**src/ostf_pkg.sv**
```systemverilog
// ostf_pkg: shared widths, command and status codes, and control types
// for the owner tagged shared fifo. No dependencies.
package ostf_pkg;

  localparam int unsigned CMD_W    = 2;
  localparam int unsigned DATA_W   = 32;
  localparam int unsigned OWNER_W  = 16;
  localparam int unsigned LIMIT_W  = 5;
  localparam int unsigned STATUS_W = 2;
  localparam int unsigned ENTRY_W  = DATA_W + OWNER_W;

  // command codes
  localparam logic [CMD_W-1:0] CMD_WRITE  = 2'd0;
  localparam logic [CMD_W-1:0] CMD_READ   = 2'd1;
  localparam logic [CMD_W-1:0] CMD_LENGTH = 2'd2;

  // status codes
  localparam logic [STATUS_W-1:0] ST_OK    = 2'd0;
  localparam logic [STATUS_W-1:0] ST_FULL  = 2'd1;
  localparam logic [STATUS_W-1:0] ST_EMPTY = 2'd2;

  // tag value that matches every entry on read and length
  localparam logic [OWNER_W-1:0] ANY_OWNER = '0;

  // sequencer to match unit control
  typedef struct packed {
    logic clr;
    logic step;
  } match_ctrl_t;

endpackage

```
**src/ostf_ram.sv**
```systemverilog
// ostf_ram: generic single write port, single read port ram with
// registered read data. No dependencies.
module ostf_ram #(
  parameter int unsigned WIDTH = 48,
  parameter int unsigned DEPTH = 16
) (
  input  logic                     clk_i,
  input  logic                     we_i,
  input  logic [$clog2(DEPTH)-1:0] waddr_i,
  input  logic [WIDTH-1:0]         wdata_i,
  input  logic [$clog2(DEPTH)-1:0] raddr_i,
  output logic [WIDTH-1:0]         rdata_o
);

  logic [WIDTH-1:0] mem_q [DEPTH];
  logic [WIDTH-1:0] rdata_q;

  // write port
  always_ff @(posedge clk_i) begin
    if (we_i) begin
      mem_q[waddr_i] <= wdata_i;
    end
  end

  // registered read port
  always_ff @(posedge clk_i) begin
    rdata_q <= mem_q[raddr_i];
  end

  assign rdata_o = rdata_q;

endmodule

```
**src/ostf_match.sv**
```systemverilog
// ostf_match: shared tag compare unit with the match counter and the
// limit cap used by length queries. Depends on ostf_pkg.
module ostf_match #(
  parameter int unsigned DEPTH = 16
) (
  input  logic                              clk_i,
  input  logic                              rst_ni,
  input  ostf_pkg::match_ctrl_t             ctrl_i,
  input  logic [ostf_pkg::OWNER_W-1:0]      entry_owner_i,
  input  logic [ostf_pkg::OWNER_W-1:0]      query_owner_i,
  input  logic [ostf_pkg::LIMIT_W-1:0]      limit_i,
  output logic                              hit_o,
  output logic [ostf_pkg::LIMIT_W-1:0]      count_o
);
  import ostf_pkg::*;

  localparam int unsigned CNT_W = $clog2(DEPTH + 1);
  localparam int unsigned CMP_W = (CNT_W > LIMIT_W) ? CNT_W : LIMIT_W;

  logic [CNT_W-1:0] cnt_q, cnt_d;
  logic [CMP_W-1:0] cnt_ext;
  logic [CMP_W-1:0] lim_ext;
  logic [CMP_W-1:0] capped;

  // tag compare, zero query matches anything
  assign hit_o = (query_owner_i == ANY_OWNER) || (entry_owner_i == query_owner_i);

  // match counter
  always_comb begin
    cnt_d = cnt_q;
    if (ctrl_i.clr) begin
      cnt_d = '0;
    end else if (ctrl_i.step && hit_o) begin
      cnt_d = cnt_q + 1'b1;
    end
  end

  always_ff @(posedge clk_i or negedge rst_ni) begin
    if (!rst_ni) begin
      cnt_q <= '0;
    end else begin
      cnt_q <= cnt_d;
    end
  end

  // nonzero limit caps the count, result keeps the low bits
  assign cnt_ext = CMP_W'(cnt_q);
  assign lim_ext = CMP_W'(limit_i);
  assign capped  = ((limit_i != '0) && (cnt_ext > lim_ext)) ? lim_ext : cnt_ext;
  assign count_o = capped[LIMIT_W-1:0];

endmodule

```
**src/owner_tagged_shared_fifo.sv**
```systemverilog
// owner_tagged_shared_fifo: top level with the sequencer, entry ram and
// shared tag compare unit. Depends on ostf_pkg, ostf_ram and ostf_match.
//
//  channel  | handshake          | payload
//  ---------+--------------------+-----------------------------------------
//  command  | start / busy       | cmd_i, write_data_i, owner_i, limit_i
//  result   | done_o (strobe)    | status_o, read_data_o, count_o
//
// Write, unused command: result strobe one cycle after the transaction.
// Read: each entry up to the oldest match is scanned in S_SCAN_RD and S_SCAN_CHK,
//   then each younger entry is moved down one place in S_SH_RD and S_SH_WR, and a
//   last S_SH_RD ends it; the single ram port pair carries one entry read or move at a time.
// Length, read with no match: every stored entry is scanned in S_SCAN_RD and S_SCAN_CHK, then a last S_SCAN_RD ends it.
// Reset clears the fill count and the sequencer; ram contents stay undefined.
// The result is held one cycle only; the receiver cannot stall it.
module owner_tagged_shared_fifo #(
  parameter int unsigned DEPTH = 16
) (
  input  logic                            clk_i,
  input  logic                            rst_ni,
  input  logic                            start,
  output logic                            busy,
  input  logic [ostf_pkg::CMD_W-1:0]      cmd_i,
  input  logic [ostf_pkg::DATA_W-1:0]     write_data_i,
  input  logic [ostf_pkg::OWNER_W-1:0]    owner_i,
  input  logic [ostf_pkg::LIMIT_W-1:0]    limit_i,
  output logic                            done_o,
  output logic [ostf_pkg::STATUS_W-1:0]   status_o,
  output logic [ostf_pkg::DATA_W-1:0]     read_data_o,
  output logic [ostf_pkg::LIMIT_W-1:0]    count_o
);
  import ostf_pkg::*;

  localparam int unsigned IDX_W = $clog2(DEPTH);
  localparam int unsigned CNT_W = $clog2(DEPTH + 1);
  localparam logic [CNT_W-1:0] FULL_CNT = CNT_W'(DEPTH);

  // sequencer states
  localparam int unsigned ST_W = 3;
  localparam logic [ST_W-1:0] S_IDLE     = 3'd0;
  localparam logic [ST_W-1:0] S_SCAN_RD  = 3'd1;
  localparam logic [ST_W-1:0] S_SCAN_CHK = 3'd2;
  localparam logic [ST_W-1:0] S_SH_RD    = 3'd3;
  localparam logic [ST_W-1:0] S_SH_WR    = 3'd4;

  logic [ST_W-1:0]     state_q, state_d;
  logic [CNT_W-1:0]    idx_q, idx_d;
  logic [CNT_W-1:0]    fill_q, fill_d;
  logic [CNT_W-1:0]    idx_plus;
  logic [CMD_W-1:0]    cmd_q;
  logic [OWNER_W-1:0]  owner_q;
  logic [LIMIT_W-1:0]  limit_q;
  logic                done_q, done_d;
  logic [STATUS_W-1:0] status_q, status_d;
  logic [DATA_W-1:0]   rdata_q, rdata_d;
  logic [LIMIT_W-1:0]  cnt_out_q, cnt_out_d;
  logic                accept;

  logic                ram_we;
  logic [IDX_W-1:0]    ram_waddr;
  logic [ENTRY_W-1:0]  ram_wdata;
  logic [IDX_W-1:0]    ram_raddr;
  logic [ENTRY_W-1:0]  ram_rdata;

  match_ctrl_t         mctl;
  logic                hit;
  logic [LIMIT_W-1:0]  match_count;

  assign busy     = (state_q != S_IDLE);
  assign accept   = start && !busy;
  assign idx_plus = idx_q + 1'b1;

  // entry store, owner tag in the upper bits
  ostf_ram #(
    .WIDTH (ENTRY_W),
    .DEPTH (DEPTH)
  ) u_ram (
    .clk_i   (clk_i),
    .we_i    (ram_we),
    .waddr_i (ram_waddr),
    .wdata_i (ram_wdata),
    .raddr_i (ram_raddr),
    .rdata_o (ram_rdata)
  );

  // shared tag compare and match counter
  ostf_match #(
    .DEPTH (DEPTH)
  ) u_match (
    .clk_i         (clk_i),
    .rst_ni        (rst_ni),
    .ctrl_i        (mctl),
    .entry_owner_i (ram_rdata[ENTRY_W-1:DATA_W]),
    .query_owner_i (owner_q),
    .limit_i       (limit_q),
    .hit_o         (hit),
    .count_o       (match_count)
  );

  // sequencer
  always_comb begin
    state_d   = state_q;
    idx_d     = idx_q;
    fill_d    = fill_q;
    done_d    = 1'b0;
    status_d  = status_q;
    rdata_d   = rdata_q;
    cnt_out_d = cnt_out_q;
    ram_we    = 1'b0;
    ram_waddr = idx_q[IDX_W-1:0];
    ram_wdata = ram_rdata;
    ram_raddr = idx_q[IDX_W-1:0];
    mctl      = '0;
    case (state_q)
      S_IDLE: begin
        if (accept) begin
          idx_d     = '0;
          mctl.clr  = 1'b1;
          status_d  = ST_OK;
          rdata_d   = '0;
          cnt_out_d = '0;
          case (cmd_i)
            CMD_WRITE: begin
              if (fill_q == FULL_CNT) begin
                status_d = ST_FULL;
              end else begin
                ram_we    = 1'b1;
                ram_waddr = fill_q[IDX_W-1:0];
                ram_wdata = {owner_i, write_data_i};
                fill_d    = fill_q + 1'b1;
              end
              done_d = 1'b1;
            end
            CMD_READ, CMD_LENGTH: begin
              state_d = S_SCAN_RD;
            end
            default: begin
              done_d = 1'b1;
            end
          endcase
        end
      end
      S_SCAN_RD: begin
        if (idx_q == fill_q) begin
          done_d  = 1'b1;
          state_d = S_IDLE;
          if (cmd_q == CMD_READ) begin
            status_d = ST_EMPTY;
          end else begin
            cnt_out_d = match_count;
          end
        end else begin
          state_d = S_SCAN_CHK;
        end
      end
      S_SCAN_CHK: begin
        if ((cmd_q == CMD_READ) && hit) begin
          rdata_d = ram_rdata[DATA_W-1:0];
          state_d = S_SH_RD;
        end else begin
          mctl.step = (cmd_q == CMD_LENGTH);
          idx_d     = idx_plus;
          state_d   = S_SCAN_RD;
        end
      end
      S_SH_RD: begin
        // close the gap left by the removed entry, one entry per pass
        if (idx_plus == fill_q) begin
          fill_d  = fill_q - 1'b1;
          done_d  = 1'b1;
          state_d = S_IDLE;
        end else begin
          ram_raddr = idx_plus[IDX_W-1:0];
          state_d   = S_SH_WR;
        end
      end
      S_SH_WR: begin
        ram_we  = 1'b1;
        idx_d   = idx_plus;
        state_d = S_SH_RD;
      end
      default: begin
        state_d = S_IDLE;
      end
    endcase
  end

  // control registers
  always_ff @(posedge clk_i or negedge rst_ni) begin
    if (!rst_ni) begin
      state_q <= S_IDLE;
      idx_q   <= '0;
      fill_q  <= '0;
      done_q  <= 1'b0;
    end else begin
      state_q <= state_d;
      idx_q   <= idx_d;
      fill_q  <= fill_d;
      done_q  <= done_d;
    end
  end

  // transaction payload and result registers
  always_ff @(posedge clk_i) begin
    if (accept) begin
      cmd_q   <= cmd_i;
      owner_q <= owner_i;
      limit_q <= limit_i;
    end
    status_q  <= status_d;
    rdata_q   <= rdata_d;
    cnt_out_q <= cnt_out_d;
  end

  assign done_o      = done_q;
  assign status_o    = status_q;
  assign read_data_o = rdata_q;
  assign count_o     = cnt_out_q;

  // fill count never passes the buffer depth
  a_fill_bound: assert property (@(posedge clk_i) disable iff (!rst_ni)
    fill_q <= FULL_CNT)
    else $error("fill count above depth");

  // a result always comes with the sequencer back at rest
  a_done_idle: assert property (@(posedge clk_i) disable iff (!rst_ni)
    done_q |-> (state_q == S_IDLE))
    else $error("result strobe while sequencer busy");

  // a successful write adds exactly one entry
  a_write_grow: assert property (@(posedge clk_i) disable iff (!rst_ni)
    (done_q && (cmd_q == CMD_WRITE) && (status_q == ST_OK))
      |-> (fill_q == CNT_W'($past(fill_q) + 1'b1)))
    else $error("write did not add one entry");

  // a successful read removes exactly one entry
  a_read_shrink: assert property (@(posedge clk_i) disable iff (!rst_ni)
    (done_q && (cmd_q == CMD_READ) && (status_q == ST_OK))
      |-> (fill_q == CNT_W'($past(fill_q) - 1'b1)))
    else $error("read did not remove one entry");

endmodule
```
**config.mk**
```make
export PLATFORM = sky130hd
export DESIGN_NAME = owner_tagged_shared_fifo
export DESIGN_NICKNAME = d
export VERILOG_FILES = /design/src/ostf_pkg.sv /design/src/ostf_ram.sv /design/src/ostf_match.sv /design/src/owner_tagged_shared_fifo.sv
export SDC_FILE = /design/constraint.sdc
export NUM_CORES = 1
export LEC_CHECK = 0
export BUFFER_PORTS_ARGS = -buffer_cell sky130_fd_sc_hd__buf_4
export CORE_ASPECT_RATIO = 0.7
export CORE_UTILIZATION = 55
export CTS_CLUSTER_DIAMETER = 50
export DETAILED_ROUTE_END_ITERATION = 12
export PLACE_DENSITY = 0.7
export SKIP_CTS_REPAIR_TIMING = 1
export SYNTH_ARGS = -nofsm -noshare
export SYNTH_HDL_FRONTEND = slang
export SYNTH_SLANG_ARGS = --single-unit
```
**constraint.sdc**
```tcl
create_clock -name clk_i -period 6.44 [get_ports clk_i]
set_clock_uncertainty 0.05 [all_clocks]
set_input_delay 1.288 -clock clk_i [delete_from_list [all_inputs] [get_ports clk_i]]
set_output_delay 1.288 -clock clk_i [all_outputs]
set_load 0.03 [all_outputs]
```
== After elaboration in Yosys (flattened, before gate mapping) ==
Memories as Yosys holds them, arrays and structs flattened. A register that Yosys moved wholly into a read port is not among the register bits.
Index checks and enable logic that the tools add are counted.

* Eq/ne operators: 22
* Reduce and logical (&&, ||, !) cells: 23
* Multiplexer cells: 54
* $add $sub $neg: 4
* Magnitude comparators: 1

{| class="wikitable"
|+ Operators with widths
! operator !! count
|-
| $mux W48 || 4
|-
| $mux W32 || 2
|-
| $pmux W32 S2 || 1
|-
| $mux W5 || 11
|-
| $mux W4 || 6
|-
| $pmux W5 S2 || 2
|-
| $eq A16 B16 Y1 || 1
|-
| $logic_not A16 Y1 || 1
|-
| $ne A2 B2 Y1 const B || 8
|-
| $add A5 B1 Y5 const B || 3
|-
| $mux W1 || 15
|-
| $pmux W3 S5 || 1
|-
| $pmux W5 S3 || 1
|-
| $eq A5 B5 Y1 || 2
|-
| $mux W2 || 5
|-
| $mux W3 || 3
|-
| $reduce_and A4 Y1 || 2
|-
| $reduce_bool A2 Y1 || 4
|-
| $eq A3 B2 Y1 const B || 2
|-
| $reduce_and A3 Y1 || 2
|-
| $reduce_bool A3 Y1 || 2
|-
| $eq A5 B5 Y1 const B || 1
|-
| $gt A5 B5 Y1 || 1
|-
| $reduce_and A5 Y1 || 1
|-
| other kinds (17) || 23
|}

* Word-level logic and storage cells: 116
* Input bits: 58
* Flip-flop bits (word level): 81
* RAM bits: 768
* Memories kept: 1

{| class="wikitable"
|+ Memories
! memory !! depth !! width !! read ports !! clocked after memory_dff !! wr ports !! RTL line !! RTL
|-
| u_ram.mem_q || 16 || 48 || 1 || 1 || 1 || ostf_ram.sv:15 || <nowiki>logic [WIDTH-1:0] mem_q [DEPTH];</nowiki>
|}

== Logic depth before layout (Yosys ltp) ==
* Word-level depth: 8
* Depth in mapped cells: 15
* Depth with buffers taken out: 10

== Hierarchy ==
From an unflattened synthesis, not the netlist that was laid out.

* Cells, all modules: 1613
* Area total of the unflattened synthesis: 34490.6 um^2

{| class="wikitable"
|+ By module, submodules not included
! module !! area an instance (um^2) !! seq. area each (um^2) !! times used !! cells an instance
|-
| ostf_ram || 29691.0 || 24023.0 || 1 || 1242
|-
| owner_tagged_shared_fifo || 4139.0 || 2212.1 || 1 || 296
|-
| ostf_match || 660.6 || 125.1 || 1 || 75
|}

== Worst setup path before layout ==
Ideal clock, no wire load.

* Path type: in2reg
* Start point: input start
* End point: memory u_ram.mem_q[5][0], enable pin
* Data required time: 5.936 ns
* Library setup time: 0.454 ns
* Path slack: 0.738 ns
* Path buffers: 2
* Arrival: 5.199 ns
* Stages on the path: 8
* Cells stage by stage: nand2_1 or2_2 clkbuf_1 clkinv_1 nand3_1 clkbuf_1 a21oi_1 nor2_1

* Longest elaborated chain between the ends: 5
* Elaborated cells between the ends (all ways): 7
* Classes of those cells: mux (6); reduce/logical (1)

{| class="wikitable"
|+ RTL lines
! item !! RTL line !! RTL
|-
| start, declared || owner_tagged_shared_fifo.sv:21 || <nowiki>input logic start,</nowiki>
|-
| $logic_and A1 B1 Y1 (*) || owner_tagged_shared_fifo.sv:70 || <nowiki>assign accept = start && !busy;</nowiki>
|-
| via accept || owner_tagged_shared_fifo.sv:57 || <nowiki>logic accept;</nowiki>
|-
| $mux W1 || owner_tagged_shared_fifo.sv:116 || <nowiki>if (accept) begin</nowiki>
|-
| $pmux W1 S2 || owner_tagged_shared_fifo.sv:114 || <nowiki>case (state_q)</nowiki>
|-
| $mux W1 || ostf_ram.sv:20 || <nowiki>if (we_i) begin</nowiki>
|-
| $mux W1 (implied by the code) || ostf_ram.sv:21 || <nowiki>mem_q[waddr_i] <= wdata_i;</nowiki>
|-
| end, declared || ostf_ram.sv:15 ||
|}

Mark *: on every way through the listed nets, which the timed path passes. The rest lies on a longest branch.

== Worst setup path after layout ==
* Start point: register idx_q[0]
* End point: register u_ram.rdata_q[37] (netlist: u_ram.rdata_o[37]), read port of u_ram.mem_q

* Longest elaborated chain between the ends: 4

{| class="wikitable"
|+ RTL lines
! item !! RTL line !! RTL
|-
| start, declared || owner_tagged_shared_fifo.sv:47 || <nowiki>logic [CNT_W-1:0] idx_q, idx_d;</nowiki>
|-
| start signal, assigned || owner_tagged_shared_fifo.sv:197 || <nowiki>idx_q <= idx_d;</nowiki>
|-
| $add A5 B1 Y5 || owner_tagged_shared_fifo.sv:71 || <nowiki>assign idx_plus = idx_q + 1'b1;</nowiki>
|-
| $eq A5 B5 Y1 || owner_tagged_shared_fifo.sv:168 || <nowiki>if (idx_plus == fill_q) begin</nowiki>
|-
| $mux W4 || owner_tagged_shared_fifo.sv:168 ||
|-
| $mux W4 (*) || owner_tagged_shared_fifo.sv:114 ||
|-
| end, declared || ostf_ram.sv:16 || <nowiki>logic [WIDTH-1:0] rdata_q;</nowiki>
|}

Mark *: on every way between the ends. The rest lies on a longest branch, timed or not.
A chain may end at the register's enable or synchronous reset.

==> impl_metrics.py <==
metrics = {
    "clock_tree": {
        "clk_latency_ns": 0.65,
        "clk_pin_slew_worst_paths_ns": 0.06,
        "cts-root-buf": "clkbuf_16",
        "cts.sinks": 897,
        "cts_tree": "built",
        "htree_levels": 3,
        "cts_buffers": 86,
        "cts_buffer_depth": 3,
    },
    "yosys": {
        "avgSynthCellArea_um2": 13.9,
        "async_reset_ff_share_pct": 2.12,
        "synth_fp_nets": 2795,
        "syn_inst": 2725,
        "synth_top_cell_area_share_pct": 65.6,
        "synthFlopType": "edfxtp_1",
        "yosysSeqAreaShare_pct": 69.4,
        "syn_area_um2": 38000,
        "yosys_warnings": 0,
        "synth.top_cells.by_area": "edfxtp_1 (66%), o221ai_1 (4.2%), o22ai_1 (3.6%), mux2i_1 (3.3%), dfxtp_1 (2.5%)",
        "synth_most_common_cell": "edfxtp_1",
        "synth_top_area_cell": "edfxtp_1",
        "synth_commonest_cells": "edfxtp_1 (830), nand2_1 (226), o22ai_1 (221)",
        "ys_types": 80,
        "synth_edf_count": 830,
        "ys_seq_elements": 897,
    },
    "detailed_routing": {
        "vias_per_cell": 7.03,
        "met3WireLength_um": 12600,
        "wirelength_um": 110000,
        "routed.top_layer": "met4",
        "drt_iter0_drc": 3828,
        "wl_per_cell_um": 29.5,
        "ant_nets": 0,
        "wl_met1_um": 43900,
        "vias": 26300,
        "routed-wl-met2_um": 50100,
        "drc": 0,
        "dr.pass1.iters": 6,
    },
    "cells_and_area": {
        "drive_gt1_share_pct": 13.3,
        "fin_util_pct": 62.6,
        "syn2layout_area_growth_pct": 12.5,
        "diodes": 0,
        "num-fill-cells": 4950,
        "nets": 2830,
    },
    "sta": {
        "finalCritPeriodShare_pct": 77.0,
        "fin_crit_ns": 4.96,
        "relSlewSlack_pct": 19.1,
        "setup-violations-final": 0,
        "tightest_slew_ns": 1.21,
        "finalHoldViolCount": 0,
        "fin_setup_tns_ns": 0,
        "drv_slew": 0,
        "fmax_mhz": 202,
        "rsz0062_at_grt": "false",
    },
    "power": {
        "p_leak_nw": 14.0,
        "power_density_nw_per_um2": 450,
        "ir_drop_mv": 0.244,
        "power_mw": 19.3,
        "combPwrFrac_pct": 31.4,
        "p_int_mw": 12.4,
        "power_frac_seq_pct": 41.5,
        "netSwitchingFraction_pct": 35.4,
        "switchingPower_mw": 6.82,
        "clkPwrFrac_pct": 27.1,
    },
    "setup_path": {
        "crit_type": "flop to flop",
        "cp_cell_sequence": "buf_4 -> xor2_1 -> o211ai_2 -> a211oi_4 -> nor2_2 -> buf_4 -> a22oi_4 -> buf_4 -> buf_4 -> o221ai_1 -> nor4_1 -> or3_1",
        "critical_path.max_fanout": 53,
        "slowest_stage": "dfrtp_4",
        "worst-r2r-setup-slack_ns": 1.48,
        "critical_path_arrival_ns": 5.50,
        "worst_setup_path_end_kind": "flop",
        "required_ns": 6.98,
        "cp-start-kind": "flop",
        "path_common_cell": "buf_4",
        "slowest_delay_ns": 0.84,
    },
    "placed_design": {
        "io_buffers": 98,
        "dp_hpwl_um": 61100,
        "place.gp.congestion": 0.866,
    },
    "floorplanning": {
        "die_w_um": 316,
        "die-area_um2": 70200,
        "row_count": 80,
        "start_util_pct": 55.7,
        "core_um2": 68300,
        "die_height_um": 222,
        "io-pin-count": 99,
    },
    "hold_path": {
        "hold_path.class": "primary input to asynchronous set/reset pin",
    },
    "global_routing": {
        "overflow": 0,
        "grt_start_max_net_pins": 69,
        "antenna_found_initial": 1,
        "grt_pass1_wl_um": 162000,
        "grt_usage_pct": 31.1,
        "grt_pass1_vias": 25900,
    },
    "flow_run": {
        "maxCapViolations": 0,
    },
    "run_status": {
        "status": "finished clean",
    },
}
metrics by stage:
step           cell area, um2  cells  hold WS [ns]  worst slack [ns]
5_1_grt                 42800   3735         0.461              1.29
6_report                42800   3735         0.465              1.48
3_3_place_gp            39800   3574         0.466              1.64
4_1_cts                 42800   3735         0.448              1.50
2_1_floorplan           38000   2725         0.434             0.738
3_5_place_dp            39800   3574         0.474              1.54
routing by layer:
layer | track usage (%) | up-vias
li1 | - | 11100
met1 | 44.6 | 13200
met2 | 47.2 | 1777
met3 | 6.29 | 260
met4 | 11.8 | 0
met5 | 0 | -
power by group through the flow:
stage	Combinational, mW	Sequential (mW)	Clock [mW]
CTS	5.92	7.99	5.26
finish	6.05	8.00	5.22
floorplan	3.84	8.03	0
detailed placement	5.87	8.10	0
global placement	5.68	8.09	0
global route	6.41	8.03	5.47
critical path, delay by kind of cell, from the launching register on:
family                    cells  cell delay (ns)
and+or+nand+nor               3             0.56
DFF                           1             0.84
AOI/OAI and AO/OA             4             1.24
buffers and inverters         4             1.94
xor gates and xnor gates      1             0.26
sequential cells by signal, summed over array words and instances, names as in the netlist, 3 cells and up:
name,flops
owner_q,16
state_q,3
u_match.cnt_ext,5
idx_q,5
read_data_o,32
u_ram.mem_q,768
count_o,5
limit_q,5
fill_q,5
u_ram.rdata_o,48
final timing paths:
path | start | to | cells after the start
worst max register to register | idx_q[0]$_DFFE_PN0P_ | u_ram.rdata_o[37]$_DFF_P_ | 12
worst max-delay path | idx_q[0]$_DFFE_PN0P_ | u_ram.rdata_o[37]$_DFF_P_ | 12
worst min register to register | u_ram.rdata_o[22]$_DFF_P_ | read_data_o[22]$_SDFFCE_PP0P_ | 1
min in group clk_i | u_ram.rdata_o[22]$_DFF_P_ | read_data_o[22]$_SDFFCE_PP0P_ | 1
worst min-delay path | rst_ni | done_o$_DFF_PN0_ | 1
max in group asynchronous | rst_ni | idx_q[0]$_DFFE_PN0P_ | 1
logic make-up (layout without fill, tap and decap cells):
kind of cell | Yosys count | count (layout) | share of synthesized area, %
DFF | 897 | 897 | 69.4
and+or+nand+nor | 599 | 599 | 7.73
muxes | 141 | 141 | 3.85
xor gates and xnor gates | 35 | 35 | 0.826
adders and majority gates | 12 | 12 | 0.415
AOI/OAI and AO/OA | 801 | 801 | 15.1
buffers and inverters | 240 | 348 | 2.73
layout make-up:
type	count	area (um2)	share of cell area, %
Sequential cell	897	26400	61.7
Multi-Input combinational cell	1588	10900	25.4
Clock buffer	114	2380	5.56
Timing Repair Buffer	168	1410	3.30
Tap cell	902	1130	2.64
Clock inverter	47	547	1.28
Inverter	19	73.8	0.173
layout by cell type, fill, tap and decap left out, types with 21 or more instances in the layout:
cell type / synthesis / routed
a211o_1: 26 / 26
a211oi_1: 35 / 35
a21oi_1: 64 / 64
and2_1: 35 / 35
buf_4: 6 / 156
clkbuf_16: 0 / 87
dfxtp_1: 48 / 48
edfxtp_1: 830 / 830
mux2i_1: 124 / 124
nand2_1: 226 / 223
nand2b_1: 45 / 44
nand3_1: 28 / 26
nor2_1: 102 / 86
nor4_1: 45 / 45
o21ai_0: 100 / 99
o21bai_1: 26 / 26
o221ai_1: 183 / 183
o22ai_1: 221 / 221
or3_1: 30 / 30
or4_1: 24 / 24
xor2_1: 21 / 21
Power figures use the tool's default switching activity.
